### config.mk
export PLATFORM = sky130hd
export DESIGN_NAME = numeric_char_reference_decoder_top
export DESIGN_NICKNAME = d
export VERILOG_FILES = /design/src/sv/ncrd_pkg.sv /design/src/sv/ncrd_scan.sv /design/src/sv/ncrd_outq.sv /design/src/sv/numeric_char_reference_decoder_top.sv
export VERILOG_INCLUDE_DIRS = /design/src /design/src/sv
export SDC_FILE = /design/constraint.sdc
export NUM_CORES = 1
export LEC_CHECK = 0
export BUFFER_PORTS_ARGS = -buffer_cell sky130_fd_sc_hd__buf_4
export CORE_UTILIZATION = 25
export CTS_BUF_LIST = sky130_fd_sc_hd__clkbuf_4
export DETAILED_ROUTE_END_ITERATION = 8
export PLACE_DENSITY = 0.46
export REMOVE_ABC_BUFFERS = 1
export SYNTH_ARGS = -nofsm -noshare
export SYNTH_HDL_FRONTEND = slang
export SYNTH_SLANG_ARGS = --single-unit
### constraint.sdc
create_clock -name clk -period 7.62 [get_ports clk]
set_input_delay 0.381 -clock clk [delete_from_list [all_inputs] [get_ports clk]]
set_output_delay 0.381 -clock clk [all_outputs]
set_load 0.1 [all_outputs]
### src/sv/numeric_char_reference_decoder_top_defines.svh
// numeric_char_reference_decoder_top_defines.svh: assertion macros for the decoder
// no dependencies; expects clk and rst_n in the scope of each use
`ifndef NUMERIC_CHAR_REFERENCE_DECODER_TOP_DEFINES_SVH
`define NUMERIC_CHAR_REFERENCE_DECODER_TOP_DEFINES_SVH

// same-cycle implication, checked outside reset
`define NCRD_ASSERT_NOW(label, ante, cons) \
    label: assert property (@(posedge clk) disable iff (!rst_n) (ante) |-> (cons)) \
        else $error("ncrd assertion failed");

// next-cycle implication, checked outside reset
`define NCRD_ASSERT_NEXT(label, ante, cons) \
    label: assert property (@(posedge clk) disable iff (!rst_n) (ante) |=> (cons)) \
        else $error("ncrd assertion failed");

`endif

### src/sv/ncrd_pkg.sv
// ncrd_pkg: types, code unit constants and helpers for the reference decoder
// no dependencies
package ncrd_pkg;

    // scan state
    typedef enum logic [1:0] {
        MODE_IDLE,
        MODE_AMP,
        MODE_HASH,
        MODE_DIGITS
    } ncrd_mode_t;

    // code units with a meaning to the scanner
    localparam logic [15:0] CU_AMP  = 16'h0026;
    localparam logic [15:0] CU_HASH = 16'h0023;
    localparam logic [15:0] CU_X    = 16'h0078;
    localparam logic [15:0] CU_SEMI = 16'h003B;

    // accumulator limit
    localparam logic [30:0] ACC_MAX = 31'h7FFF_FFFF;

    // result queue size
    localparam int Q_DEPTH = 4;
    localparam int Q_CNT_W = $clog2(Q_DEPTH + 1);
    localparam int Q_IDX_W = $clog2(Q_DEPTH);

    // input word
    typedef struct packed {
        logic [15:0] code_unit;
        logic        text_end;
    } ncrd_in_t;

    // output word
    typedef struct packed {
        logic [15:0] out_unit;
        logic        run_last;
        logic        out_text_end;
    } ncrd_out_t;

    // up to two units produced by one input word
    typedef struct packed {
        logic [1:0]  n;
        logic [15:0] u0;
        logic [15:0] u1;
    } ncrd_pend_t;

    // words handed from the scanner to the result queue
    typedef struct packed {
        logic [1:0] n;
        ncrd_out_t  e0;
        ncrd_out_t  e1;
    } ncrd_push_t;

    // append one unit, dropping anything past two
    function automatic ncrd_pend_t pend_push(ncrd_pend_t p, logic [15:0] u);
        ncrd_pend_t r;
        r = p;
        if (p.n == 2'd0)
        begin
            r.u0 = u;
            r.n  = 2'd1;
        end
        else if (p.n == 2'd1)
        begin
            r.u1 = u;
            r.n  = 2'd2;
        end
        return r;
    endfunction

endpackage

### src/sv/ncrd_scan.sv
// ncrd_scan: reference scanner state and per-word decode
// depends on ncrd_pkg and numeric_char_reference_decoder_top_defines.svh
`include "numeric_char_reference_decoder_top_defines.svh"

module ncrd_scan (
    input  logic               clk,
    input  logic               rst_n,
    input  logic               accept,
    input  ncrd_pkg::ncrd_in_t item,
    output ncrd_pkg::ncrd_push_t push
);
    import ncrd_pkg::*;

    ncrd_mode_t  mode_reg, mode_next;
    logic        hex_reg, hex_next;
    logic [30:0] acc_reg, acc_next;
    logic        ovf_reg, ovf_next;

    logic [15:0] c;
    logic        is_dec, is_uc, is_lc, is_digit;
    logic [3:0]  dval;
    logic [34:0] prod, vsum;
    logic        over;
    logic [15:0] ref_val;
    logic        do_fresh, do_digit;
    ncrd_pend_t  p;

    assign c = item.code_unit;

    // digit classification and value
    always_comb
    begin
        is_dec   = (c >= 16'h0030) && (c <= 16'h0039);
        is_uc    = hex_reg && (c >= 16'h0041) && (c <= 16'h0046);
        is_lc    = hex_reg && (c >= 16'h0061) && (c <= 16'h0066);
        is_digit = is_dec || is_uc || is_lc;
        if (is_uc)
            dval = 4'(c - 16'h0037);
        else if (is_lc)
            dval = 4'(c - 16'h0057);
        else
            dval = c[3:0];
    end

    // accumulate by 10 or 16 with overflow check
    always_comb
    begin
        if (hex_reg)
            prod = {acc_reg, 4'b0000};
        else
            prod = {1'b0, acc_reg, 3'b000} + {3'b000, acc_reg, 1'b0};
        vsum = prod + {31'd0, dval};
        over = ovf_reg || (vsum[34:31] != 4'd0);
    end

    assign ref_val = ovf_reg ? 16'd0 : acc_reg[15:0];

    // next state and produced units
    always_comb
    begin
        p         = '0;
        mode_next = mode_reg;
        hex_next  = hex_reg;
        acc_next  = acc_reg;
        ovf_next  = ovf_reg;
        do_fresh  = 1'b0;
        do_digit  = 1'b0;

        unique case (mode_reg)
            MODE_IDLE:
            begin
                do_fresh = 1'b1;
            end
            MODE_AMP:
            begin
                if (c == CU_HASH)
                begin
                    hex_next  = 1'b0;
                    acc_next  = '0;
                    ovf_next  = 1'b0;
                    mode_next = MODE_HASH;
                end
                else
                begin
                    p        = pend_push(p, CU_AMP);
                    do_fresh = 1'b1;
                end
            end
            MODE_HASH:
            begin
                if (c == CU_X)
                begin
                    hex_next  = 1'b1;
                    mode_next = MODE_DIGITS;
                end
                else
                    do_digit = 1'b1;
            end
            MODE_DIGITS:
            begin
                do_digit = 1'b1;
            end
            default:
            begin
                do_fresh = 1'b1;
            end
        endcase

        // digit or end of reference
        if (do_digit)
        begin
            if (is_digit)
            begin
                acc_next  = over ? ACC_MAX : vsum[30:0];
                ovf_next  = over;
                mode_next = MODE_DIGITS;
            end
            else
            begin
                p         = pend_push(p, ref_val);
                hex_next  = 1'b0;
                acc_next  = '0;
                ovf_next  = 1'b0;
                mode_next = MODE_IDLE;
                do_fresh  = (c != CU_SEMI);
            end
        end

        // unit scanned fresh
        if (do_fresh)
        begin
            if (c == CU_AMP)
                mode_next = MODE_AMP;
            else
            begin
                mode_next = MODE_IDLE;
                p         = pend_push(p, c);
            end
        end

        // flush at end of text
        if (item.text_end)
        begin
            if (mode_next == MODE_AMP)
                p = pend_push(p, CU_AMP);
            else if (mode_next == MODE_HASH || mode_next == MODE_DIGITS)
                p = pend_push(p, ovf_next ? 16'd0 : acc_next[15:0]);
            mode_next = MODE_IDLE;
            hex_next  = 1'b0;
            acc_next  = '0;
            ovf_next  = 1'b0;
        end
    end

    // words for the result queue
    always_comb
    begin
        push.n                  = accept ? p.n : 2'd0;
        push.e0.out_unit        = p.u0;
        push.e0.run_last        = (p.n == 2'd1);
        push.e0.out_text_end    = (p.n == 2'd1) && item.text_end;
        push.e1.out_unit        = p.u1;
        push.e1.run_last        = 1'b1;
        push.e1.out_text_end    = item.text_end;
    end

    // state registers
    always_ff @(posedge clk or negedge rst_n)
    begin
        if (!rst_n)
        begin
            mode_reg <= MODE_IDLE;
            hex_reg  <= 1'b0;
            acc_reg  <= '0;
            ovf_reg  <= 1'b0;
        end
        else if (accept)
        begin
            mode_reg <= mode_next;
            hex_reg  <= hex_next;
            acc_reg  <= acc_next;
            ovf_reg  <= ovf_next;
        end
    end

    // overflow leaves the accumulator saturated
    `NCRD_ASSERT_NOW(a_ovf_sat, ovf_reg, acc_reg == ACC_MAX)
    // outside a reference the accumulator is clear
    `NCRD_ASSERT_NOW(a_idle_clear, (mode_reg == MODE_IDLE) || (mode_reg == MODE_AMP), (acc_reg == 31'd0) && !ovf_reg && !hex_reg)
    // end of text always yields a result and returns to idle
    `NCRD_ASSERT_NEXT(a_end_idle, accept && item.text_end, mode_reg == MODE_IDLE)

endmodule

### src/sv/ncrd_outq.sv
// ncrd_outq: shifting result queue, up to two words in and one out per cycle
// depends on ncrd_pkg and numeric_char_reference_decoder_top_defines.svh
`include "numeric_char_reference_decoder_top_defines.svh"

module ncrd_outq (
    input  logic                 clk,
    input  logic                 rst_n,
    input  ncrd_pkg::ncrd_push_t push,
    output logic                 room,
    output logic                 valid,
    input  logic                 ready,
    output ncrd_pkg::ncrd_out_t  data
);
    import ncrd_pkg::*;

    ncrd_out_t             q_reg [Q_DEPTH];
    ncrd_out_t             q_next [Q_DEPTH];
    ncrd_out_t             shifted [Q_DEPTH];
    logic [Q_CNT_W-1:0]    cnt_reg, cnt_next;
    logic [Q_CNT_W-1:0]    base;
    logic                  pop;

    assign valid = (cnt_reg != '0);
    assign data  = q_reg[0];
    assign pop   = valid && ready;
    assign room  = (cnt_reg <= Q_CNT_W'(Q_DEPTH - 2));

    // shift on pop, then append new words behind the survivors
    always_comb
    begin
        base = cnt_reg - Q_CNT_W'(pop);
        for (int i = 0; i < Q_DEPTH - 1; i++)
            shifted[i] = pop ? q_reg[i + 1] : q_reg[i];
        shifted[Q_DEPTH - 1] = q_reg[Q_DEPTH - 1];
        for (int i = 0; i < Q_DEPTH; i++)
        begin
            q_next[i] = shifted[i];
            if ((push.n != 2'd0) && (base == Q_CNT_W'(i)))
                q_next[i] = push.e0;
            if ((push.n == 2'd2) && (base + Q_CNT_W'(1) == Q_CNT_W'(i)))
                q_next[i] = push.e1;
        end
        cnt_next = base + Q_CNT_W'(push.n);
    end

    // fill count
    always_ff @(posedge clk or negedge rst_n)
    begin
        if (!rst_n)
            cnt_reg <= '0;
        else
            cnt_reg <= cnt_next;
    end

    // queue entries
    always_ff @(posedge clk)
    begin
        for (int i = 0; i < Q_DEPTH; i++)
            q_reg[i] <= q_next[i];
    end

    // never more words than entries
    `NCRD_ASSERT_NOW(a_cnt_max, 1'b1, cnt_reg <= Q_CNT_W'(Q_DEPTH))
    // words arrive only when two entries are free
    `NCRD_ASSERT_NOW(a_push_room, push.n != 2'd0, room)
    // fill count follows pushes and pops
    `NCRD_ASSERT_NEXT(a_cnt_track, 1'b1, cnt_reg == $past(cnt_reg) + Q_CNT_W'($past(push.n)) - Q_CNT_W'($past(pop)))

endmodule

### src/sv/numeric_char_reference_decoder_top.sv
// numeric_char_reference_decoder_top: decodes &#NNN; and &#xHH; references in a 16-bit stream
// depends on ncrd_pkg, ncrd_scan, ncrd_outq
//
//  channel  | valid         | ready         | word
//  ---------+---------------+---------------+----------------------------------------
//  input    | item_valid    | item_ready    | item   (code_unit, text_end)
//  output   | result_valid  | result_ready  | result (out_unit, run_last, out_text_end)
//
// one input word is taken per cycle; its 0 to 2 result words enter a 4-entry queue
// in the same cycle and leave it one per cycle, so a word yielding two results
// leaves as two output words. item_ready is high while the queue has two free entries.
// reset (rst_n low, async) returns the scanner to idle and empties the queue.
// an output stall fills the queue and then holds off input; nothing is dropped.

module numeric_char_reference_decoder_top (
    input  logic                clk,
    input  logic                rst_n,
    input  logic                item_valid,
    output logic                item_ready,
    input  ncrd_pkg::ncrd_in_t  item,
    output logic                result_valid,
    input  logic                result_ready,
    output ncrd_pkg::ncrd_out_t result
);
    import ncrd_pkg::*;

    ncrd_push_t push;
    logic       accept;

    assign accept = item_valid && item_ready;

    // scanner: state update and unit production
    ncrd_scan u_scan (
        .clk    (clk),
        .rst_n  (rst_n),
        .accept (accept),
        .item   (item),
        .push   (push)
    );

    // result queue
    ncrd_outq u_outq (
        .clk   (clk),
        .rst_n (rst_n),
        .push  (push),
        .room  (item_ready),
        .valid (result_valid),
        .ready (result_ready),
        .data  (result)
    );

endmodule

==> impl_metrics.ini <==
[sta]
rsz0062_at_grt = false
worst_pin_slew_ps = 1190
max_freq_mhz = 164
relSlewSlack_pct = 20.0
fin_crit_ps = 6080
fin_tns_setup_ps = 0
drv_slew = 0
fin_crit_sh_pct = 79.8
hold_violations = 0
holdWs_ps = 203
finClkSkew_ps = 24.7
layout_setup_ws_ps = 1540
setup_viol = 0

[finish]
syn2layout_area_growth_pct = 9.10
largest_reg_flops = 72
fill_cells = 4414
fin_cells = 1870
drive_gt1_share_pct = 12.0
multi_input_area_um2 = 6970
seq_area_um2 = 3070
final_nets = 1407

[route]
drtIter0Drc = 912
detail-route-antenna-nets = 0
dr.pass1.iters = 5
drc = 0
vias = 10253
finalWirelength_um = 37100
routedWlPerCell_um = 19.8
via_per_inst = 5.48

[synth]
synth_top_family_by_area = compound AO/OA/AOI/OAI gates
synth_cell_types = 97
syn_inst = 1338
synth.area.top_cells = edfxtp_1, dfrtp_1, nand2_1
syn_area_um2 = 10500
yosysTopAreaCell = edfxtp_1
synth_simple_gate_area_share_pct = 24.4
ys_ff_latch = 110
async_flop_share_pct = 34.5
synth_fa_ha_area_share_pct = 6.63
synthMuxAreaShare_pct = 2.37
synth_top_area_share_pct = 19.4
yosysWarnings = 0
synthXorXnorAreaFrac_pct = 3.16
synth_compound_area_share_pct = 29.5
synth.yosys.seq_area_share_pct = 29.2
postSynthAreaPerCell_um2 = 7.87
synth-edff-count = 68
ys.flop_type = edfxtp_1

[hold_path]
hold_class = input port to flip-flop
hold_depth = 2
hold_end = u_scan.ovf_reg
hp-start = item[0]

[die]
die_area_um2 = 42900
io_pins = 41
core_um2 = 41200
rows = 74
die_width_um = 207
start_util_pct = 25.6
die_h_um = 207

[cts]
post_cts_resized = 0
clk_path_buf_depth = 2
clock_sinks = 110
cts_root_buf = clkbuf_4
clk_pin_slew_ps = 200
cts_tree = done
clk_latency_ps = 540
post-cts-setup-buffers = 0
htree_levels = 3
numCtsBuffers = 9
holdBufCountCts = 1

[grt]
grt_overflow_total = 0
grt_start_max_net_pins = 41
grtUsageTotal_pct = 17.2
antenna_found_initial = 1
grt_pass1_wl_um = 58700
grt_pass1_vias = 9996

[critical_path]
cp-start-kind = flip-flop
rr_worst_depth = 21
critPathRequiredTime_ps = 7940
setup.worst_path.end_class = flip-flop
arrival_ps = 6410
cp_max_fo = 31
rr_endpoint = u_outq.q_reg[3][15]
worst-setup-path-type = flip-flop to flip-flop
r2r_slack_ps = 1540
timing.rr.start = u_scan.hex_reg

[placed_design]
numPortBuffers = 40
place_worst_setup_slack_ps = 1130
dp.cells = 1852
place_hpwl_um = 27800
place_congestion = 0.857

[power]
ir_drop_mv = 0.125
total_power_w = 0.00276
power_leakage_nw = 4.23
powerDensity_nw_per_um2 = 240

[run]
cap_violations = 0

[status]
status = finished, final reports clean
[Yosys cell counts (all sizes together), types with 10 or more instances]
master	number
clkbuf	57
mux2i	14
dfrtp	38
ha	51
xor2	10
nand3	47
nand4	23
edfxtp	68
xnor2	28
nand2	223
and2	12
nand2b	10
buf	25
o22ai	24
o21a	16
nor2	120
nor3	39
a21oi	69
o21ai	171
a22o	13
a211oi	21
a31oi	10
a21boi	11
o31ai	35
inv	36
a21o	12
nor2b	13
and3	16
[report_power, final]
| part | internal, W | switching (W) | leakage, nW |
|---|---|---|---|
| Sequential | 0.000841 | 0.0000616 | 1.21 |
| Combinational | 0.000421 | 0.00112 | 2.94 |
| Clock | 0.0000773 | 0.000244 | 0.0773 |
| Total | 0.00134 | 0.00142 | 4.23 |
[how the worst max path moves through the flow]
stage	slack, ps	start	endpoint	cells after the start
6_report	1540	u_scan.hex_reg	u_outq.q_reg[3][15]	21
5_1_grt	1120	u_scan.hex_reg	u_outq.q_reg[3][13]	21
4_1_cts	1550	u_scan.hex_reg	u_outq.q_reg[3][15]	21
3_5_place_dp	1130	item[1]	u_outq.q_reg[3][15]	23
3_3_place_gp	1320	item[10]	u_outq.q_reg[3][13]	22
2_1_floorplan	1460	u_scan.hex_reg	u_outq.q_reg[2][16]	20
[cells in the final DEF (no fill, tap or decap), types with 12 or more instances in the layout]
| cell type | n |
|---|---|
| nand2_1 | 222 |
| nor2_1 | 120 |
| o21ai_0 | 120 |
| edfxtp_1 | 68 |
| a21oi_1 | 64 |
| buf_4 | 64 |
| ha_1 | 51 |
| o21ai_1 | 48 |
| nand3_1 | 47 |
| dfrtp_1 | 37 |
| nor3_1 | 36 |
| inv_1 | 35 |
| xnor2_1 | 28 |
| o22ai_1 | 24 |
| nand4_1 | 23 |
| o21a_1 | 16 |
| and3_1 | 16 |
| a211oi_1 | 14 |
| nor2b_1 | 13 |
| o31ai_1 | 13 |
| mux2i_1 | 13 |
| a22o_1 | 13 |
| a21o_1 | 12 |
[logic make-up after synthesis]
kind of cell,Yosys count
compound gates,445
xor+xnor,38
fa+ha+maj,54
buf+inv,120
flops,110
mux,23
simple gates,548
[final cells by class]
type / count / share of cell area, %
inverters: 38 / 1.24
flip-flops and latches: 110 / 26.8
clock inverters: 7 / 0.643
clock buffers: 9 / 0.588
diodes: 1 / 0.0218
multi-input cells: 1108 / 60.7
repair buffers: 65 / 4.27
well taps: 532 / 5.80
[critical path, stage by stage, from the launching register on]
cell	delay, ps
dfrtp_2	400
buf_4	330
o2111ai_1	200
nor2_1	280
nand2_1	80
o21ai_0	100
ha_1	210
inv_1	60
fa_1	400
nor2b_1	110
o21ai_0	120
nor2_1	200
and2_1	160
nor2b_1	460
nand4_1	180
or4_4	500
nor4b_4	330
mux2i_2	150
a21oi_4	870
buf_4	340
o31ai_2	130
a22o_1	240
[routing by layer]
layer	global-route usage [%]	share of wire, %	vias to the layer above
met3	1.54	4.5	28
met5	0	0	-
met2	26.9	44	300
li1	-	-	4905
met1	25.6	50	5020
met4	3.65	1.1	0
[through the flow]
stage / utilization [%] / cell area, µm²
final: 27.9 / 11500
after global routing: 27.9 / 11500
after CTS: 27.9 / 11500
after detailed placement: 27.5 / 11300
after global placement: 27.5 / 11300
after floorplan: - / 10200
Note: power is estimated with default switching activity, not from simulation.
